### src/sswf_pkg.sv
// sswf_pkg: shared constants for the servo sync-write framer
// packet layout, fixed header bytes and field widths
// no dependencies
`default_nettype none

package sswf_pkg;

    // field widths
    localparam int POS_W   = 12;
    localparam int SPEED_W = 11;
    localparam int ID_W    = 8;
    localparam int BYTE_W  = 8;
    localparam int IDX_W   = 5;

    // fixed packet bytes
    localparam logic [BYTE_W-1:0] HDR_BYTE     = 8'hFF;
    localparam logic [BYTE_W-1:0] BCAST_ID     = 8'hFE;
    localparam logic [BYTE_W-1:0] LENGTH_FIELD = 8'h0E;
    localparam logic [BYTE_W-1:0] INSTR_SYNC_W = 8'h83;
    localparam logic [BYTE_W-1:0] START_ADDR   = 8'h1E;
    localparam logic [BYTE_W-1:0] DATA_LEN     = 8'h04;

    // byte positions within the packet
    localparam logic [IDX_W-1:0] BYTE_HDR0       = 5'd0;
    localparam logic [IDX_W-1:0] BYTE_HDR1       = 5'd1;
    localparam logic [IDX_W-1:0] BYTE_BCAST      = 5'd2;
    localparam logic [IDX_W-1:0] BYTE_LENGTH     = 5'd3;
    localparam logic [IDX_W-1:0] BYTE_INSTR      = 5'd4;
    localparam logic [IDX_W-1:0] BYTE_ADDR       = 5'd5;
    localparam logic [IDX_W-1:0] BYTE_DLEN       = 5'd6;
    localparam logic [IDX_W-1:0] BYTE_VERT_ID    = 5'd7;
    localparam logic [IDX_W-1:0] BYTE_VERT_LO    = 5'd8;
    localparam logic [IDX_W-1:0] BYTE_VERT_HI    = 5'd9;
    localparam logic [IDX_W-1:0] BYTE_VERT_SPDLO = 5'd10;
    localparam logic [IDX_W-1:0] BYTE_VERT_SPDHI = 5'd11;
    localparam logic [IDX_W-1:0] BYTE_HORZ_ID    = 5'd12;
    localparam logic [IDX_W-1:0] BYTE_HORZ_LO    = 5'd13;
    localparam logic [IDX_W-1:0] BYTE_HORZ_HI    = 5'd14;
    localparam logic [IDX_W-1:0] BYTE_HORZ_SPDLO = 5'd15;
    localparam logic [IDX_W-1:0] BYTE_HORZ_SPDHI = 5'd16;
    localparam logic [IDX_W-1:0] BYTE_CHECKSUM   = 5'd17;

    // register indexes (paddr[3:2])
    localparam logic [1:0] REG_MOVE_SPEED = 2'd0;
    localparam logic [1:0] REG_VERT_ID    = 2'd1;
    localparam logic [1:0] REG_HORZ_ID    = 2'd2;

    // register reset values
    localparam logic [SPEED_W-1:0] SPEED_RESET   = 11'd200;
    localparam logic [ID_W-1:0]    VERT_ID_RESET = 8'd1;
    localparam logic [ID_W-1:0]    HORZ_ID_RESET = 8'd2;

endpackage

`default_nettype wire

### src/servo_sync_write_framer_unit.sv
// servo_sync_write_framer_unit: frames a pair of goal positions into an
// 18-byte broadcast sync-write packet, one byte per output transfer
// depends on sswf_pkg
`default_nettype none

// Each input transfer carries a horizontal and a vertical goal position and
// produces 18 output transfers: FF FF FE 0E 83 1E 04, then vertical ID,
// position low/high, speed low/high, the same five for the horizontal servo,
// and the inverted 8-bit sum of bytes 2..16 flagged with tlast. One byte
// leaves per cycle from the output register while m_tready holds; the next
// item is taken in the cycle its predecessor's checksum byte is loaded, so
// packets follow one another with no gap on the output. The checksum is
// accumulated byte by byte as the packet is sent. Speed and servo IDs are
// written over the APB port at 0x0, 0x4 and 0x8; the user must write them
// only while the block is idle, as the block itself does not enforce it.
module servo_sync_write_framer_unit (
    input  wire logic        aclk,
    input  wire logic        aresetn,
    // input stream
    input  wire logic        s_tvalid,
    output logic             s_tready,
    input  wire logic [23:0] s_tdata,   // [11:0] horizontal_position, [23:12] vertical_position
    // output stream
    output logic             m_tvalid,
    input  wire logic        m_tready,
    output logic [7:0]       m_tdata,   // [7:0] packet_byte
    output logic             m_tlast,   // last_byte
    // configuration
    input  wire logic        psel,
    input  wire logic        penable,
    input  wire logic        pwrite,
    input  wire logic [3:0]  paddr,
    input  wire logic [31:0] pwdata,
    output logic [31:0]      prdata,
    output logic             pready
);

    // configuration registers
    logic [sswf_pkg::SPEED_W-1:0] speed_reg;
    logic [sswf_pkg::ID_W-1:0]    vert_id_reg;
    logic [sswf_pkg::ID_W-1:0]    horz_id_reg;

    // packet sequencing state
    logic                          busy_reg;
    logic [sswf_pkg::IDX_W-1:0]    pos_reg;
    logic [sswf_pkg::POS_W-1:0]    horz_reg;
    logic [sswf_pkg::POS_W-1:0]    vert_reg;
    logic [sswf_pkg::BYTE_W-1:0]   sum_reg;
    logic [sswf_pkg::BYTE_W-1:0]   sum_next;

    // output register
    logic                          out_valid_reg;
    logic [sswf_pkg::BYTE_W-1:0]   out_data_reg;
    logic                          out_last_reg;

    logic                          cfg_write;
    logic                          out_load;
    logic                          emit;
    logic                          at_end;
    logic                          in_xfer;
    logic [sswf_pkg::BYTE_W-1:0]   cur_byte;
    logic                          in_sum_range;

    // apb write and read
    assign pready    = 1'b1;
    assign cfg_write = psel && penable && pwrite && pready;

    always_ff @(posedge aclk) begin
        if (!aresetn) begin
            speed_reg   <= sswf_pkg::SPEED_RESET;
            vert_id_reg <= sswf_pkg::VERT_ID_RESET;
            horz_id_reg <= sswf_pkg::HORZ_ID_RESET;
        end else if (cfg_write) begin
            unique case (paddr[3:2])
                sswf_pkg::REG_MOVE_SPEED: speed_reg   <= pwdata[sswf_pkg::SPEED_W-1:0];
                sswf_pkg::REG_VERT_ID:    vert_id_reg <= pwdata[sswf_pkg::ID_W-1:0];
                sswf_pkg::REG_HORZ_ID:    horz_id_reg <= pwdata[sswf_pkg::ID_W-1:0];
                default: ;
            endcase
        end
    end

    always_comb begin
        unique case (paddr[3:2])
            sswf_pkg::REG_MOVE_SPEED: prdata = {21'd0, speed_reg};
            sswf_pkg::REG_VERT_ID:    prdata = {24'd0, vert_id_reg};
            sswf_pkg::REG_HORZ_ID:    prdata = {24'd0, horz_id_reg};
            default:                  prdata = 32'd0;
        endcase
    end

    // handshake control
    assign out_load = !out_valid_reg || m_tready;
    assign emit     = busy_reg && out_load;
    assign at_end   = (pos_reg == sswf_pkg::BYTE_CHECKSUM);
    assign s_tready = !busy_reg || (emit && at_end);
    assign in_xfer  = s_tvalid && s_tready;

    // current packet byte
    always_comb begin
        unique case (pos_reg) inside
            sswf_pkg::BYTE_HDR0, sswf_pkg::BYTE_HDR1:
                cur_byte = sswf_pkg::HDR_BYTE;
            sswf_pkg::BYTE_BCAST:      cur_byte = sswf_pkg::BCAST_ID;
            sswf_pkg::BYTE_LENGTH:     cur_byte = sswf_pkg::LENGTH_FIELD;
            sswf_pkg::BYTE_INSTR:      cur_byte = sswf_pkg::INSTR_SYNC_W;
            sswf_pkg::BYTE_ADDR:       cur_byte = sswf_pkg::START_ADDR;
            sswf_pkg::BYTE_DLEN:       cur_byte = sswf_pkg::DATA_LEN;
            sswf_pkg::BYTE_VERT_ID:    cur_byte = vert_id_reg;
            sswf_pkg::BYTE_VERT_LO:    cur_byte = vert_reg[7:0];
            sswf_pkg::BYTE_VERT_HI:    cur_byte = {4'd0, vert_reg[11:8]};
            sswf_pkg::BYTE_HORZ_ID:    cur_byte = horz_id_reg;
            sswf_pkg::BYTE_HORZ_LO:    cur_byte = horz_reg[7:0];
            sswf_pkg::BYTE_HORZ_HI:    cur_byte = {4'd0, horz_reg[11:8]};
            sswf_pkg::BYTE_VERT_SPDLO, sswf_pkg::BYTE_HORZ_SPDLO:
                cur_byte = speed_reg[7:0];
            sswf_pkg::BYTE_VERT_SPDHI, sswf_pkg::BYTE_HORZ_SPDHI:
                cur_byte = {5'd0, speed_reg[10:8]};
            sswf_pkg::BYTE_CHECKSUM:   cur_byte = ~sum_reg;
            default:                   cur_byte = '0;
        endcase
    end

    // running checksum over bytes 2..16
    assign in_sum_range = (pos_reg >= sswf_pkg::BYTE_BCAST) &&
                          (pos_reg <= sswf_pkg::BYTE_HORZ_SPDHI);
    assign sum_next     = in_sum_range ? sum_reg + cur_byte : sum_reg;

    // sequencer state
    always_ff @(posedge aclk) begin
        if (!aresetn) begin
            busy_reg <= 1'b0;
            pos_reg  <= '0;
            sum_reg  <= '0;
        end else if (in_xfer) begin
            busy_reg <= 1'b1;
            pos_reg  <= '0;
            sum_reg  <= '0;
        end else if (emit) begin
            if (at_end) begin
                busy_reg <= 1'b0;
                pos_reg  <= '0;
            end else begin
                pos_reg  <= pos_reg + 5'd1;
            end
            sum_reg <= sum_next;
        end
    end

    // held positions
    always_ff @(posedge aclk) begin
        if (in_xfer) begin
            horz_reg <= s_tdata[11:0];
            vert_reg <= s_tdata[23:12];
        end
    end

    // output register
    always_ff @(posedge aclk) begin
        if (!aresetn) begin
            out_valid_reg <= 1'b0;
        end else if (out_load) begin
            out_valid_reg <= busy_reg;
        end
    end

    always_ff @(posedge aclk) begin
        if (emit) begin
            out_data_reg <= cur_byte;
            out_last_reg <= at_end;
        end
    end

    assign m_tvalid = out_valid_reg;
    assign m_tdata  = out_data_reg;
    assign m_tlast  = out_last_reg;

endmodule

`default_nettype wire

### config.mk
export PLATFORM = sky130hd
export DESIGN_NAME = servo_sync_write_framer_unit
export DESIGN_NICKNAME = d
export VERILOG_FILES = /design/src/sswf_pkg.sv /design/src/servo_sync_write_framer_unit.sv
export SDC_FILE = /design/constraint.sdc
export NUM_CORES = 1
export LEC_CHECK = 0
export ABC_AREA = 1
export BUFFER_PORTS_ARGS = -buffer_cell sky130_fd_sc_hd__clkbuf_2
export CORE_MARGIN = 4
export CORE_UTILIZATION = 47
export CTS_CLUSTER_SIZE = 30
export DETAILED_ROUTE_END_ITERATION = 12
export PLACE_DENSITY = 0.76
export SLEW_MARGIN = 20
export SYNTH_ARGS = -nofsm -noshare
export SYNTH_HDL_FRONTEND = slang
export SYNTH_SLANG_ARGS = --single-unit
### constraint.sdc
create_clock -name aclk -period 2.65 [get_ports aclk]
set_clock_uncertainty 0.2 [all_clocks]
set_input_delay 0 -clock aclk [delete_from_list [all_inputs] [get_ports aclk]]
set_output_delay 0 -clock aclk [all_outputs]
set_load 0.01 [all_outputs]
Yosys cells after proc, flatten, opt, wreduce, memory -nomap -nowiden
Cells that the tools add are included.
- register bits after elaboration: 75
- bits of input ports: 67
- output and inout bits: 44
- word-level logic and storage cells: 65
- add/subtract/negate cells: 2
- order comparisons: 2
- equal/unequal tests: 19
- mux-type cells: 6
- bitwise operators: 2
- reduce and logical (&&, ||, !) cells: 23
- operators with widths (cell ; count):
    8-bit one-hot mux with 15 select lines ; 1
    5-bit by 4-bit == test with 1-bit output, second input constant ; 8
    11-bit one-hot mux with 3 select lines ; 1
    5-bit by 3-bit == test with 1-bit output, second input constant ; 4
    5-bit by 2-bit == test with 1-bit output, second input constant ; 2
    5-bit == test, second input constant ; 2
    2-bit AND reduction ; 5
    8-bit adder ; 1
    8-bit inverter ; 1
    2-bit OR reduction ; 4
    1-bit logical AND ; 6
    5-bit by 1-bit adder with 5-bit output, second input constant ; 1
    5-bit by 1-bit == test with 1-bit output, second input constant ; 1
    5-bit by 2-bit >= comparator with 1-bit output, second input constant ; 1
    5-bit less-or-equal comparator, second input constant ; 1
    5-bit logical NOT ; 1
    5-bit two-way mux ; 1
    2-bit nonzero test ; 2
    1-bit two-way mux ; 3
    2-bit by 1-bit == test with 1-bit output, second input constant ; 1
    2-bit == test, second input constant ; 1
    1-bit logical NOT ; 2
    2-bit logical NOT ; 1
    1-bit logical OR ; 2
    1-bit inverter ; 1

Depth between registers and ports, before layout
- depth after elaboration: 8
- mapped depth: 20
- gate-level depth less buffers: 20

Least setup slack after synthesis
Ideal clock, no wire load.
- path kind: register -> register
- from: register pos_reg[0] (netlist bit)
- to: register sum_reg[6] (netlist bit)
- library setup time: 0.117 ns
- arrival: 2.577 ns
- data required time: 2.333 ns
- setup slack: -0.244 ns
- cell stages (with the launch flop): 20
- buffers on the path: 0
- clock period less this slack: 2.894 ns
- cells stage by stage: dfxtp_1 > ha_1 > inv_1 > nor2_1 > ha_1 > inv_1 > nand2_1 > nand2_1 > o2111ai_1 > nor2_1 > nand4_1 > ha_1 > inv_1 > fa_1 > o21ai_0 > a21oi_1 > o21bai_1 > nor2_1 > nor2_1 > nor2_1
- elaborated cells on any way between the ends: 31
- those cells by class: add/sub: 1; order compare: 2; eq/ne: 17; mux: 1; reduce/logical: 10
- RTL lines (what ; line ; RTL):
    from (decl) ; servo_sync_write_framer_unit.sv:45 ; logic [sswf_pkg::IDX_W-1:0] pos_reg;
    from (signal assigned) ; servo_sync_write_framer_unit.sv:144 ; pos_reg <= pos_reg + 5'd1;
    5-bit by 4-bit == test with 1-bit output (no line) (tied with other cells) ; -- ;
    2-bit OR reduction ; servo_sync_write_framer_unit.sv:101 ; unique case (pos_reg) inside
    8-bit one-hot mux with 15 select lines (*) ; servo_sync_write_framer_unit.sv:101 ;
    named net cur_byte, one bit ; servo_sync_write_framer_unit.sv:61 ; logic [sswf_pkg::BYTE_W-1:0] cur_byte;
    8-bit adder (*) ; servo_sync_write_framer_unit.sv:127 ; assign sum_next = in_sum_range ? sum_reg + cur_byte : sum_reg;
    to (signal assigned) ; servo_sync_write_framer_unit.sv:146 ; sum_reg <= sum_next;
    to (decl) ; servo_sync_write_framer_unit.sv:48 ; logic [sswf_pkg::BYTE_W-1:0] sum_reg;
The timed path passes the listed nets; every way through them passes the cells marked *.
A chain may end at the register's enable or synchronous reset.

Final worst setup path
Same ends and word-level chain as after synthesis.

==> reports/qor.json <==
{
  "outcome": {
    "outcome": "finished with violations",
    "violations": "setup timing"
  },
  "clocking": {
    "root_buffer": "sky130_fd_sc_hd__clkbuf_8",
    "cts_made_buffers": 9,
    "numClockSinks": 75,
    "cts-htree-levels": 3,
    "path_clk_slew_ns": 0.09,
    "cts_tree": "yes",
    "clk_path_buf_depth": 2,
    "clk_latency_ns": 0.38
  },
  "power_and_ir_drop": {
    "power.static_leakage_nw": 2.51,
    "power_per_cell_area_nw_per_um2": 445,
    "finalPower_w": 0.00264,
    "max-vdd-ir-drop_uv": 362
  },
  "layout": {
    "synthToLayoutAreaGrowth_pct": 54.9,
    "post_layout_nonfiller_instances": 757,
    "final_design_instance_area_without_fill_um2": 5940,
    "final_layout_size_suffix_gt1_share_pct": 40.9,
    "final_layout_net_count": 730,
    "layout.cells.most_common": "sky130_fd_sc_hd__buf_4",
    "n_antenna_cell": 0,
    "most_frequent_cells_in_the_layout": "sky130_fd_sc_hd__buf_4, sky130_fd_sc_hd__nand2_1, sky130_fd_sc_hd__clkbuf_2"
  },
  "routing": {
    "initialDrtViolationCount": 497,
    "route.detailed.wl_per_inst_um": 18.6,
    "firstDrtPassIters": 8,
    "vias": 4268,
    "viasPerCell": 5.64,
    "routed_wl_mm": 14.1,
    "drt_drc_violations_left": 0,
    "ant_nets": 0
  },
  "synthesis": {
    "yosysUniqueCellTypes": 38,
    "mapped_avg_cell_area_um2": 8.43,
    "synth_sequential_area_ratio_pct": 47.8,
    "ys.warnings.count": 0,
    "synthCells": 455,
    "mappedNetlistArea_um2": 3830,
    "synth.ff_latch_count": 75
  },
  "floorplanning": {
    "core.rowCount": 32,
    "dieArea_um2": 9670,
    "ioPinCount": 111,
    "initial_utilization_pct": 48.9,
    "fp.dieH_um": 98.3,
    "core_area_um2": 7850,
    "fp.dieW_um": 98.3
  },
  "timing": {
    "layout_worst_path_cycle_share_pct": 121,
    "finalMaxSlewViolations": 0,
    "max_freq_ghz": 0.311,
    "min_tclk_post_route_ns": 3.22,
    "unrepaired_setup_endpoints_after_global_routing": "true",
    "setup_viol_count_final": 8,
    "max-slew-margin-rel_pct": 64.6,
    "tightest_slew_ns": 0.531,
    "hold_ws_ns": 0.00840,
    "timing.final.ws_setup_ns": -0.567,
    "hold_viol_final": 0
  },
  "setup_path": {
    "end_kind": "register",
    "crit_path_max_fanout": 5,
    "worst_setup_path_start_kind": "register",
    "required_time_reported_for_the_critical_path_endpoint_ns": 2.77,
    "rrSetupSlack_ns": -0.57,
    "crit_type": "reg -> reg",
    "arrival_ns": 3.34
  },
  "global_route": {
    "number_of_antenna_violations_at_the_first_check_in_global_routing": 0,
    "grt_remaining_overflow": 0,
    "maximum_number_of_pins_on_one_net_before_global_route_repair": 30,
    "first_global_vias": 3943,
    "wire_length_of_the_first_global_routing_pass_mm": 18.5,
    "gr-usage-all-layers_pct": 24.3
  },
  "placement": {
    "place.gp.congestion": 0.906,
    "io_buffer_count": 65,
    "total_instance_count_after_detailed_placement": 657,
    "detailedPlacementHpwl_mm": 7.66,
    "placement.cell_area_um2": 4520
  },
  "flow_run": {
    "cap_violations": 0
  },
  "worst_hold_path": {
    "timing.hold.worst.class": "in -> reg"
  }
}
## where the power goes
| part | switching [W] | leakage [nW] | internal, W | total [W] |
|---|---|---|---|---|
| Combinational | 0.000223 | 1.77 | 0.000203 | 0.000426 |
| Sequential | 0.0000286 | 0.645 | 0.00126 | 0.00128 |
| Clock | 0.000488 | 0.0979 | 0.000447 | 0.000934 |
## kinds of logic (layout without fill, tap and decap cells)
kind of cell / after synthesis / in the layout / synth area share (%)
AOI/OAI and AO/OA: 92 / 92 / 14.4
xor gates and xnor gates: 6 / 6 / 1.37
adders and majority gates: 13 / 13 / 4.44
buffers and inverters: 76 / 256 / 10.2
DFF: 75 / 75 / 47.8
other: 2 / 22 / 0.196
and+or+nand+nor: 191 / 191 / 21.6
## through the flow
step | util (%) | setup slack [ns] | TNS, ns
6_report | 75.7 | -0.567 | -2.94
5_1_grt | 75.7 | -0.570 | -3.11
4_1_cts | 70.1 | -0.218 | -1.22
3_5_place_dp | 57.6 | -0.460 | -1.67
3_3_place_gp | 57.6 | -0.335 | -1.10
2_1_floorplan | - | 0.0119 | 0
## cell usage after synthesis
cell | n | area share [%]
sky130_fd_sc_hd__buf_6 | 2 | 0.59
sky130_fd_sc_hd__nor3_1 | 3 | 0.39
sky130_fd_sc_hd__o211ai_1 | 7 | 1.4
sky130_fd_sc_hd__a211oi_1 | 5 | 0.98
sky130_fd_sc_hd__a21boi_0 | 1 | 0.20
sky130_fd_sc_hd__a221oi_1 | 3 | 0.69
sky130_fd_sc_hd__xor2_1 | 4 | 0.91
sky130_fd_sc_hd__buf_4 | 23 | 4.5
sky130_fd_sc_hd__a31oi_1 | 1 | 0.16
sky130_fd_sc_hd__o21ai_4 | 1 | 0.42
sky130_fd_sc_hd__nand2_1 | 87 | 8.5
sky130_fd_sc_hd__conb_1 | 2 | 0.20
sky130_fd_sc_hd__edfxtp_1 | 33 | 26
sky130_fd_sc_hd__fa_1 | 1 | 0.52
sky130_fd_sc_hd__o2111ai_1 | 4 | 0.91
sky130_fd_sc_hd__nand3b_1 | 2 | 0.39
sky130_fd_sc_hd__a22oi_1 | 4 | 0.78
sky130_fd_sc_hd__clkbuf_1 | 3 | 0.29
sky130_fd_sc_hd__o21ai_0 | 32 | 4.2
sky130_fd_sc_hd__o21ai_2 | 1 | 0.23
sky130_fd_sc_hd__inv_1 | 40 | 3.9
sky130_fd_sc_hd__nor2_1 | 64 | 6.3
sky130_fd_sc_hd__nor2_4 | 5 | 1.5
sky130_fd_sc_hd__nand4_1 | 7 | 1.1
sky130_fd_sc_hd__nor2_2 | 5 | 0.82
sky130_fd_sc_hd__dfxtp_1 | 42 | 22
sky130_fd_sc_hd__a22o_1 | 1 | 0.23
sky130_fd_sc_hd__nand3_2 | 1 | 0.26
sky130_fd_sc_hd__inv_2 | 5 | 0.49
sky130_fd_sc_hd__o21bai_1 | 1 | 0.20
sky130_fd_sc_hd__ha_1 | 12 | 3.9
sky130_fd_sc_hd__buf_2 | 2 | 0.26
sky130_fd_sc_hd__xnor2_1 | 2 | 0.46
sky130_fd_sc_hd__nand2_2 | 5 | 0.82
sky130_fd_sc_hd__inv_4 | 1 | 0.16
sky130_fd_sc_hd__a21oi_1 | 30 | 3.9
sky130_fd_sc_hd__nand3_1 | 12 | 1.6
sky130_fd_sc_hd__o21ai_1 | 1 | 0.13
## per-layer routing
layer	global-route usage, %	vias to the layer above	routed length, um
met5	0	-	0
li1	-	1869	-
met4	13.9	0	968
met3	6.71	107	1320
met2	41.0	343	6970
met1	27.4	1949	4820
## area by class of cell
type	instances	area (um^2)
clock buffer	10	128
inverter	46	183
sequential	75	1840
tap	102	128
clock inverter	6	72.6
timing repair buffer	194	1450
fill	475	1910
multi-input combinational	324	2140
## final timing paths
kind / to / from / cells after the start
max: sum_reg[6] / pos_reg[0] / 18
min: speed_reg[7] / psel / 4
max reg2reg: sum_reg[6] / pos_reg[0] / 18
min reg2reg: m_tvalid / m_tvalid / 2
## worst max-delay path, stage by stage, from the launching register on
cell and delay (ns):
sky130_fd_sc_hd__dfxtp_4 0.38, sky130_fd_sc_hd__buf_6 0.13, sky130_fd_sc_hd__ha_4 0.17, sky130_fd_sc_hd__nand2_2 0.07, sky130_fd_sc_hd__inv_2 0.05, sky130_fd_sc_hd__nand2_4 0.13
sky130_fd_sc_hd__buf_12 0.12, sky130_fd_sc_hd__o21ai_1 0.05, sky130_fd_sc_hd__a21oi_1 0.23, sky130_fd_sc_hd__nand4_1 0.31, sky130_fd_sc_hd__ha_4 0.42, sky130_fd_sc_hd__nand2_1 0.11
sky130_fd_sc_hd__o21ai_4 0.16, sky130_fd_sc_hd__a21oi_2 0.08, sky130_fd_sc_hd__o21bai_1 0.23, sky130_fd_sc_hd__nand2_1 0.11, sky130_fd_sc_hd__nand2_1 0.08, sky130_fd_sc_hd__nor2_1 0.04
sky130_fd_sc_hd__nor2_1 0.10
## repair_timing
item | 4_1_cts | 5_1_grt
endpoints found under the hold margin | 61 | 0
gates resized for setup | 33 | 73
hold buffers | 46 | 0
setup buffers | 27 | 15
setup endpoints to repair | 7 | 9
pin swaps | 15 | 42
No activity file was read; power rests on OpenSTA's default activity.
